===== config.mk =====
export PLATFORM = sky130hd
export DESIGN_NAME = rxri_div_cell
export DESIGN_NICKNAME = d
export VERILOG_FILES = /design/src/sv/rxri_pkg.sv /design/src/sv/rxri_div_cell.sv
export SDC_FILE = /design/constraint.sdc
export NUM_CORES = 1
export LEC_CHECK = 0
export ABC_AREA = 1
export BUFFER_PORTS_ARGS = -buffer_cell sky130_fd_sc_hd__buf_2
export CAP_MARGIN = 20
export CORE_MARGIN = 5
export CORE_UTILIZATION = 52
export CTS_BUF_LIST = sky130_fd_sc_hd__clkbuf_8
export DETAILED_ROUTE_END_ITERATION = 8
export PLACE_DENSITY = 0.86
export SYNTH_ARGS = -nofsm -noshare
export SYNTH_HDL_FRONTEND = slang
export SYNTH_SLANG_ARGS = --single-unit

===== constraint.sdc =====
create_clock -name clock -period 2.55 [get_ports clock]
set_input_delay 0.255 -clock clock [delete_from_list [all_inputs] [get_ports clock]]
set_output_delay 0.255 -clock clock [all_outputs]
set_load 0.01 [all_outputs]

===== src/sv/rxri_pkg.sv =====
// rxri_pkg: types, widths and register indexes of the ray / z-plane rectangle intersector.
// Used by every file in sv/. Depends on nothing.
package rxri_pkg;

   localparam int DATA_WIDTH = 32;
   localparam int FRAC_BITS  = 16;

   // texture coordinate, 0 to 1.0 inclusive
   localparam int TEX_WIDTH = FRAC_BITS + 1;
   // t numerator magnitude and quotient magnitude
   localparam int NUM_W     = DATA_WIDTH + FRAC_BITS + 1;
   // partial remainder and divisor of a divider cell
   localparam int REM_W     = DATA_WIDTH + 1;
   localparam int PROD_W    = 2 * DATA_WIDTH;
   // unsaturated hit coordinate
   localparam int POS_W     = 2 * DATA_WIDTH - FRAC_BITS + 1;
   localparam int T_CELLS   = NUM_W;
   localparam int TEX_CELLS = TEX_WIDTH;
   localparam int CSR_IDX_W = 3;

   localparam logic signed [DATA_WIDTH-1:0] FIX_ONE = DATA_WIDTH'(64'd1 << FRAC_BITS);

   typedef enum logic [CSR_IDX_W-1:0] {
      CSR_RECT_X_MIN = 3'd0,
      CSR_RECT_X_MAX = 3'd1,
      CSR_RECT_Y_MIN = 3'd2,
      CSR_RECT_Y_MAX = 3'd3,
      CSR_PLANE_Z    = 3'd4
   } csr_index_type;

   typedef logic signed [DATA_WIDTH-1:0] word_type;

   typedef struct packed {
      word_type ray_origin_x;
      word_type ray_origin_y;
      word_type ray_origin_z;
      word_type ray_dir_x;
      word_type ray_dir_y;
      word_type ray_dir_z;
      word_type t_lower;
      word_type t_upper;
   } req_type;

   typedef struct packed {
      logic                 is_hit;
      word_type             hit_t;
      word_type             hit_x;
      word_type             hit_y;
      word_type             hit_z;
      logic [TEX_WIDTH-1:0] tex_u;
      logic [TEX_WIDTH-1:0] tex_v;
      logic                 front_face;
   } rsp_type;

   // data handed from one divider cell to the next
   typedef struct packed {
      logic [REM_W-1:0] rem;
      logic [REM_W-1:0] div;
      logic [NUM_W-1:0] nq;
   } div_cell_type;

endpackage


===== src/sv/rxri_div_cell.sv =====
// rxri_div_cell: one restoring division step with its stage register.
// Depends on rxri_pkg.
module rxri_div_cell (
   input  logic                   clock,
   input  logic                   adv,
   input  rxri_pkg::div_cell_type prev_stage,
   output rxri_pkg::div_cell_type next_stage
);

   logic [rxri_pkg::REM_W:0] trial;
   logic [rxri_pkg::REM_W:0] diff;
   logic                     take;
   rxri_pkg::div_cell_type   cell_in;
   rxri_pkg::div_cell_type   cell_ff;

   // shift in the next numerator bit and try to subtract the divisor
   assign trial = {prev_stage.rem, prev_stage.nq[rxri_pkg::NUM_W-1]};
   assign diff  = trial - {1'b0, prev_stage.div};
   assign take  = (trial >= {1'b0, prev_stage.div});

   always_comb begin
      cell_in.rem = take ? diff[rxri_pkg::REM_W-1:0] : trial[rxri_pkg::REM_W-1:0];
      cell_in.div = prev_stage.div;
      cell_in.nq  = {prev_stage.nq[rxri_pkg::NUM_W-2:0], take};
   end

   // advance with the rest of the pipeline
   always_ff @(posedge clock) begin
      if (adv) begin
         cell_ff <= cell_in;
      end
   end

   assign next_stage = cell_ff;

endmodule


### Word level (Yosys, flattened, before mapping)

Cells that the tools add are included.

* mux-type cells: 1
* order comparisons: 1
* add/sub/neg operators: 1

Operator list (count)
* $ge A34 B33 Y1: 1
* $mux W33: 1
* $sub A33 B33 Y33: 1

* output and inout port bits: 115
* logic and storage cells: 6
* register bits after elaboration: 115
* input bits: 117

### Depth between registers and ports, before layout

* depth in word-level cells: 2
* mapped depth: 15
* depth with buffers taken out: 15

### Worst setup path before layout

No wires, ideal clock.

* path type: input -> register
* start: input port prev_stage[48] in the netlist's numbering
* end: register cell_ff, in the netlist next_stage[107] (data pin)
* path slack: 645 ps
* cell stages on the path: 13
* setup time: 252 ps
* arrival time: 1653 ps
* required time: 2298 ps
* cells stage by stage: inv_1 ha_1 inv_1 fa_1 nand3_1 nand3_2 nand2_1 nand2_2 nand2_4 nand2_8 buf_12 nand3_2 nand2_1

RTL lines
* start: declaration: line rxri_div_cell.sv:6 `input rxri_pkg::div_cell_type prev_stage,`
* end signal: assignment: line rxri_div_cell.sv:30 `cell_ff <= cell_in;`
* end: declaration: line rxri_div_cell.sv:14 `rxri_pkg::div_cell_type cell_ff;`

==> results.txt <==
Highest routed layer: met4
Number of filler cells placed in the layout: 835
Crit path buf inv count: 4
Final nets: 1323
Clk root buf: clkbuf_8
Peak supply drop: 0.000277 V
CTS tree: yes
Final hold violation count: 0
Routability congestion estimate: 0.925
Final Slew Violations: 0
Fmax: 419 MHz
Outcome: finished, final reports clean
Die area: 15400 um2
Avg WL per Cell: 16.7 um
Max clock buf depth: 2
PD cells: 581 nW/um2
Number of global-route vias before repair: 6671
Cell count after synthesis: 794
First-pass GRT wire length: 33100 um
Tmin final: 2390 ps
Share of cells above drive strength 1: 0.301
Critical Path Sink Type: register
Die Height: 124 um
WL met2: 11300 um
Max_slew headroom: 0.293
Io pins: 232
Synthesis-to-finish area growth: 44.1%
Clk sink count: 115
Warning count from the yosys run: 0
Crit-path cells: buf_2 -> inv_1 -> ha_1 -> nand2_1 -> inv_1 -> nand2_1 -> inv_1 -> nand2_1 -> nor2_1 -> nand2_1 -> nand2_2 -> nor2_4 -> nand2_8 -> nand2_1 -> nand2_1
Final Instance Area: 9750 um2
Static Leak: 5.11 nW
CP max stage cell: nor2_4
Postcts setup bufs: 0
H-tree Lvls: 4
DR iter-0 viols: 443
Clock-pin slew on the worst setup and hold paths: 80 ps
Final worst path period share: 0.937
DR DRC count: 0
GRT overflow: 0
Hold_ws: 125 ps
Synth Cell Area: 6770 um2
Register bit total from synthesis: 115
Power Total: 5.67 mW
Routed met1 length: 8410 um
Unrepaired setup endpoints after global routing: false
Via density: 4.96
Tightest Pin Transition: 1060 ps
DP HPWL: 14800 um
Critical Path RT: 2750 ps
Largest register FFs: 115
Drt pass-1 iters: 6
CP max FO: 35
Total Wirelength: 22700 um
Row count: 41
Final setup fails: 0
Starting density of the core: 0.534
Net Count, Synth: 945
CORE AREA: 12700 um2
Largest net degree at the start of global routing: 47
Sequential fraction of the synthesis area: 0.510
Synth unique cells: 29
Antenna violations before repair: 5
Die X: 124 um
Vias: 6752
Detail Route Antenna Nets: 0
Critical Path AT: 2590 ps
Mean Syn Cell Area: 8.52 um2
Max Cap Violations: 0
Final design utilization: 0.770
Tightest Hold Check Type: primary input to register
Worst path most repeated cell: nand2_1
Delay of the slowest critical-path stage: 570 ps
DR WL met3: 2020 um
Type of origin of the critical path: primary input
CTS buffer count: 17
Critical path class: primary input to register
IO Port Bufs: 231
GRT Total Usage: 0.289
Area post-placement: 8510 um2
Total Neg Setup Slack: 0 ps
Crit path max-delay family: simple AND/OR/NAND/NOR gates
## cell usage in the layout (no fill, tap or decap), types with 5 or more instances in the layout
master           n
a21oi_1         21
and2_1           5
buf_2          230
buf_4           54
clkbuf_8        17
diode_2          5
dlygate4sd3_1   81
edfxtp_1       115
ha_1            33
inv_1          156
inv_2            5
nand2_1        289
nand2_2          6
nand3_1         54
nand3_2         15
nand3b_1        10
nor2_1          35
nor2_2           5
nor3_1           8
xor2_1          13
## report_power, final
part / internal (mW) / switching [mW] / total, mW
combinational: 0.612 / 0.832 / 1.44
sequential: 2.31 / 0.0582 / 2.37
clock: 0.974 / 0.884 / 1.86
## per-layer routing
layer,up-vias,GRT usage
met5,-,0
met4,0,0.142
met3,73,0.0645
met2,351,0.525
met1,3050,0.317
li1,3278,-
## metrics by stage
step	std cells	setup slack (ps)
finish	1362	161
global route	1362	79.2
CTS	1356	113
detailed placement	1243	-372
global placement	1243	-295
floorplan	794	645
## area by class of cell
| class | instances | area (um2) | share of cell area |
|---|---|---|---|
| clock inverter | 15 | 184 | 0.0189 |
| tap | 172 | 215 | 0.0221 |
| inverter | 160 | 601 | 0.0616 |
| multi-input combinational | 511 | 2650 | 0.271 |
| timing repair buffer | 367 | 2410 | 0.247 |
| sequential | 115 | 3450 | 0.354 |
| antenna | 5 | 12.5 | 0.00128 |
| clock buffer | 17 | 234 | 0.0240 |
## what timing repair did
action	4_1_cts	5_1_grt
endpoints found under the setup margin	0	33
gates resized for setup	0	0
hold buffers	81	0
endpoints found under the hold margin	81	0
## synth_stat cells, drive strengths merged
library cell	instances	area, um2
a21o	2	15.0
or2	2	12.5
and2	5	31.3
nor3	11	70.1
nor2	41	179
buf	9	72.6
xor2	13	114
fa	1	20.0
nand3	69	420
nand4	2	12.5
and3	1	6.26
xnor2	1	8.76
edfxtp	115	3450
ha	33	413
nand2	297	1150
o21ai	1	5.00
nand3b	10	75.1
inv	160	601
a21oi	21	105
## final timing paths
| kind | end | startpoint | depth (start not counted) | slack [ps] |
|---|---|---|---|---|
| setup / recovery | next_stage[95] | prev_stage[62] | 15 | 160 |
| hold / removal | next_stage[86] | prev_stage[85] | 3 | 120 |
## cells by family after synthesis
group           share of synthesized area
simple gates                        0.290
buf+inv                            0.0995
flops                               0.510
fa+ha+maj                          0.0640
compound gates                     0.0185
xor+xnor                           0.0181
No activity file was read; power rests on OpenSTA's default activity.
