## config.mk

```make
export PLATFORM = sky130hd
export DESIGN_NAME = rxri_out_skid
export DESIGN_NICKNAME = d
export VERILOG_FILES = /design/src/sv/rxri_pkg.sv /design/src/sv/rxri_out_skid.sv
export SDC_FILE = /design/constraint.sdc
export NUM_CORES = 1
export LEC_CHECK = 0
export BUFFER_PORTS_ARGS = -buffer_cell sky130_fd_sc_hd__buf_2
export CAP_MARGIN = 30
export CORE_UTILIZATION = 52
export DETAILED_ROUTE_END_ITERATION = 8
export PLACE_DENSITY = 0.8
export SLEW_MARGIN = 0
export SYNTH_ARGS = -nofsm -noshare
export SYNTH_HDL_FRONTEND = slang
export SYNTH_SLANG_ARGS = --single-unit
export TNS_END_PERCENT = 1
```

## constraint.sdc

```tcl
create_clock -name clock -period 15.65 [get_ports clock]
set_input_delay 3.13 -clock clock [delete_from_list [all_inputs] [get_ports clock]]
set_output_delay 3.13 -clock clock [all_outputs]
set_load 0.01 [all_outputs]
```

## src/sv/rxri_pkg.sv

```systemverilog
// rxri_pkg: types, widths and register indexes of the ray / z-plane rectangle intersector.
// Used by every file in sv/. Depends on nothing.
package rxri_pkg;

   localparam int DATA_WIDTH = 32;
   localparam int FRAC_BITS  = 16;

   // texture coordinate, 0 to 1.0 inclusive
   localparam int TEX_WIDTH = FRAC_BITS + 1;
   // t numerator magnitude and quotient magnitude
   localparam int NUM_W     = DATA_WIDTH + FRAC_BITS + 1;
   // partial remainder and divisor of a divider cell
   localparam int REM_W     = DATA_WIDTH + 1;
   localparam int PROD_W    = 2 * DATA_WIDTH;
   // unsaturated hit coordinate
   localparam int POS_W     = 2 * DATA_WIDTH - FRAC_BITS + 1;
   localparam int T_CELLS   = NUM_W;
   localparam int TEX_CELLS = TEX_WIDTH;
   localparam int CSR_IDX_W = 3;

   localparam logic signed [DATA_WIDTH-1:0] FIX_ONE = DATA_WIDTH'(64'd1 << FRAC_BITS);

   typedef enum logic [CSR_IDX_W-1:0] {
      CSR_RECT_X_MIN = 3'd0,
      CSR_RECT_X_MAX = 3'd1,
      CSR_RECT_Y_MIN = 3'd2,
      CSR_RECT_Y_MAX = 3'd3,
      CSR_PLANE_Z    = 3'd4
   } csr_index_type;

   typedef logic signed [DATA_WIDTH-1:0] word_type;

   typedef struct packed {
      word_type ray_origin_x;
      word_type ray_origin_y;
      word_type ray_origin_z;
      word_type ray_dir_x;
      word_type ray_dir_y;
      word_type ray_dir_z;
      word_type t_lower;
      word_type t_upper;
   } req_type;

   typedef struct packed {
      logic                 is_hit;
      word_type             hit_t;
      word_type             hit_x;
      word_type             hit_y;
      word_type             hit_z;
      logic [TEX_WIDTH-1:0] tex_u;
      logic [TEX_WIDTH-1:0] tex_v;
      logic                 front_face;
   } rsp_type;

   // data handed from one divider cell to the next
   typedef struct packed {
      logic [REM_W-1:0] rem;
      logic [REM_W-1:0] div;
      logic [NUM_W-1:0] nq;
   } div_cell_type;

endpackage

```

## src/sv/rxri_out_skid.sv

```systemverilog
// rxri_out_skid: output register plus one skid entry between pipeline and result channel.
// Depends on rxri_pkg.
module rxri_out_skid (
   input  logic              clock,
   input  logic              reset,
   input  logic              pipe_valid,
   input  rxri_pkg::rsp_type pipe_data,
   output logic              pipe_ready,
   output logic              rsp_valid,
   input  logic              rsp_ready,
   output rxri_pkg::rsp_type rsp_payload
);

   logic              out_vld_ff;
   logic              skid_vld_ff;
   rxri_pkg::rsp_type out_ff;
   rxri_pkg::rsp_type skid_ff;
   logic              pop;
   logic              free;

   assign pipe_ready = !skid_vld_ff;
   assign pop        = pipe_valid && pipe_ready;
   assign free       = !out_vld_ff || rsp_ready;

   // refill the output from the skid first, park a transfer in the skid when held
   always_ff @(posedge clock) begin
      if (reset) begin
         out_vld_ff  <= 1'b0;
         skid_vld_ff <= 1'b0;
      end else if (free) begin
         if (skid_vld_ff) begin
            out_vld_ff  <= 1'b1;
            out_ff      <= skid_ff;
            skid_vld_ff <= 1'b0;
         end else begin
            out_vld_ff <= pop;
            out_ff     <= pipe_data;
         end
      end else if (pop) begin
         skid_vld_ff <= 1'b1;
         skid_ff     <= pipe_data;
      end
   end

   assign rsp_valid   = out_vld_ff;
   assign rsp_payload = out_ff;

endmodule

```

# Word-level counts from Yosys, hierarchy flattened
# Cells that the tools add are included.
[totals]
out_inout_bits = 166
word_cells = 29
input_bits = 168
ff_bits = 330
[classes]
mux = 2
reduce_logical = 7
bitwise_logic = 2
[op_table]
columns = ["cell", "n"]
rows = [
  ["164-bit two-way mux", 1],
  ["3-bit AND reduction", 1],
  ["1-bit zero test", 2],
  ["1-bit NOT", 2],
  ["2-bit AND reduction", 1],
  ["2-bit OR reduction", 1],
  ["1-bit logical AND", 1],
  ["1-bit logical OR", 1],
  ["1-bit two-way mux", 1],
]

# Longest topological paths before layout
[depth]
depth_word = 4
depth_mapped = 5
mapped_depth_nobuf = 2

# Least setup slack after synthesis
# OpenSTA, ideal clock, no wires.
[synth_timing]
kind = "input port to flip-flop"
startpoint = "input port rsp_ready"
endpoint = "register skid_ff[0] (netlist name) (enable)"
t_arrival_ns = 12.116
required_time_ns = 14.869
n_path_buf = 0
stages = 2
slack_ns = 2.753
cell_sequence = "nand2b_1 nor4b_2"
[synth_via]
elab_chain_len = 3
[synth_rtl]
columns = ["item", "line_no", "text"]
rows = [
  ["start, declared", "rxri_out_skid.sv:10", "input logic rsp_ready,"],
  ["1-bit logical OR", "rxri_out_skid.sv:23", "assign free = !out_vld_ff || rsp_ready;"],
  ["1-bit NOT (no line)", "--", ""],
  ["3-bit AND reduction (no line)", "--", ""],
  ["end signal, assigned", "rxri_out_skid.sv:41", "skid_ff <= pipe_data;"],
  ["end, declared", "rxri_out_skid.sv:17", "rxri_pkg::rsp_type skid_ff;"],
]
# Every way passes these cells.
# A chain may end at the register's enable or synchronous reset.

# Worst setup path after layout
[layout_timing]
startpoint = "input port rsp_ready"
endpoint = "register skid_ff[145] (netlist name) (enable)"
# Same word-level chain as after synthesis.

==> metrics.txt <==
status=finished clean; FF-to-FF End=skid_ff[145]; IO Pins=334; Die Ht=157 um; fmax=197 MHz; initial antenna violation count=3; vias in the first global route=5982; DRT Wirelength=22300 um; final hold vios=0; Placed Area=14400 um^2; CP delay by family, top=simple AND/OR/NAND/NOR gates; post-synthesis mux area share=0.187; adder-cell share of the synthesized area=0; Hold WS=541 ps; cell total after placement=1160; CTS max path bufs=3; Compound-Gate Fraction of Synth Area=0.000402; vias per cell=4.93; Buffers on Ports=333; Overflow after GRT=0; Pleak=6.04 nW; max-slew violations=0; Mapped Cells=520; worst endpoint required time=15770 ps; Resize count post-CTS=0; largest family of logic cells by synthesized area=multiplexers; Syn. warnings=0; initial core utilization=0.531; critical-path cell list=buf_2, nand2b_1, nor4b_4, buf_4; Power Density=124 nW/um^2; synthesized area per cell=23.9 um^2; FILL cells=1579; CP Capture Type=flip-flop; WP data arrival=5190 ps; slew of the pin with the lowest slew margin=974 ps; Multi-input gate area=2380 um^2; R2R Setup Slk=12890 ps; power share of the combinational group=0.067; hold path depth=1; PnR worst setup slack=10580 ps; most frequent cells in the layout=buf_2 (333), edfxtp_1 (328), mux2_4 (127), mux2_2 (37), clkbuf_16 (37); Tmin final=5070 ps; Routed Antenna Nets=0; final setup violation count=0; final layout net count=1049; Critical-path top delay cell=buf_4; synthesized area=12500 um^2; FP Rows=56; Yosys cell types=13; CTS tree=yes; final core utilization=0.665; Core Box Area=23500 um^2; Clock transition at path regs=60 ps; synthesis-stage register bit count=330; clock latency at the later pin of the worst-skew pair=490 ps; crit path launch=rsp_ready; Routed wire per std cell=18.2 um; hold path startpoint=skid_ff[3]; CTS Root Cell=clkbuf_16; worst flop-to-flop path startpoint=skid_vld_ff; Int Power=1.56 mW; Net Sw Frac=0.196; R2R cell count=2; clock network power share=0.405; Post-Synth XOR/XNOR Area=0; max_cap viols=0; clk sinks=330; VDD IR-drop max=0.102 mV; die width=157 um; Final Power=1.94 mW; initial detailed-routing violation count=297; Setup crit start kind=input port; Hold Path End=rsp_payload[3]; DRC=0; first-pass GRT wire length=32600 um; Die ar.=24600 um^2; final instance area=15600 um^2; Seq pwr share=0.528; layout cells sized above 1=0.614; largest net degree at the start of global routing=79; Final TNS setup=0 ps; Place WS=10030 ps; Area Growth Syn to Fin=25.3%; Hold Path Class=flip-flop to flip-flop; final cell count without fillers=1225; GRT Util Overall=0.178; total CTS buffers=34; Crit Path Class=input port to flip-flop; Buf/Inv on CP=2; vias after detailed routing=6044; drt pass-1 iters=4; sequential area share after synthesis=0.794; Hold Buf Count CTS=0; hpwl dp=14700 um; worst slew margin relative to its limit=0.351; gpl congestion=0.749; simple-gate portion of the synthesized area=0.00291; commonest non-fill, non-tap cell in the layout=buf_2; fin crit share=0.324; NetSw=0.380 mW; RSZ-0062 raised after global routing=no; clk_skew=9.98 ps; H-tree levels=2; Post-Syn Nets=688; CP max FO=73; Worst path max stage delay=850 ps; Sequential Area=9890 um^2; Post-CTS Setup Repair Bufs=0
[cell usage after synthesis]
cell type	number	area share
a21oi_1	1	0.00040
buf_2	3	0.0012
mux2_4	127	0.15
nor3_1	1	0.00040
buf_6	16	0.014
mux2_2	37	0.033
dfxtp_1	2	0.0032
nand2b_1	1	0.00050
nor2b_1	1	0.00050
edfxtp_1	328	0.79
nor2_1	1	0.00030
inv_1	1	0.00030
nor4b_2	1	0.0012
[worst max-delay path by stage]
| stage | end | slack, ps | cells after the start |
|---|---|---|---|
| finish | skid_ff[145] | 10580 | 4 |
| global route | skid_ff[145] | 10410 | 4 |
| CTS | skid_ff[105] | 10560 | 4 |
| detailed placement | skid_ff[110] | 10030 | 4 |
| global placement | skid_ff[150] | 10070 | 4 |
| floorplan | skid_ff[0] | 2750 | 2 |
[sequential cells by signal, indices dropped and copies added, names as in the netlist]
signal,cells
skid_ff,164
skid_vld_ff,1
rsp_payload,164
rsp_valid,1
[cell type report]
class | count | share of cell area
diodes | 2 | 0.000321
repair buffers | 344 | 0.117
well taps | 319 | 0.0256
flip-flops and latches | 330 | 0.634
clock inverters | 15 | 0.00898
clock buffers | 44 | 0.0610
inverters | 1 | 0.000241
multi-input cells | 170 | 0.153
[metal layers]
metal  part of all wire  global-route usage  up-vias
met4              0.029              0.0794        2
li1                   -                   -     2810
met5            0.00058                   0        -
met3              0.089              0.0576       52
met1               0.41               0.219     2914
met2               0.48               0.287      266
[logic make-up after synthesis]
group,after synthesis
compound gates,1
buf+inv,20
flops,330
mux,164
simple gates,5
[power by group through the flow]
stage	Combinational (mW)	Clock [mW]	Sequential, mW
5_1_grt	0.140	0.834	1.02
3_3_place_gp	0.126	0	1.04
2_1_floorplan	0.0513	0	1.06
3_5_place_dp	0.129	0	1.04
6_report	0.130	0.785	1.02
4_1_cts	0.129	0.804	1.02
[worst reg2reg max path, cell delays in order (launching register included)]
cell     delay, ps
dfxtp_4        530
nor4b_4        910
buf_4          850
Note: power is estimated with default switching activity, not from simulation.
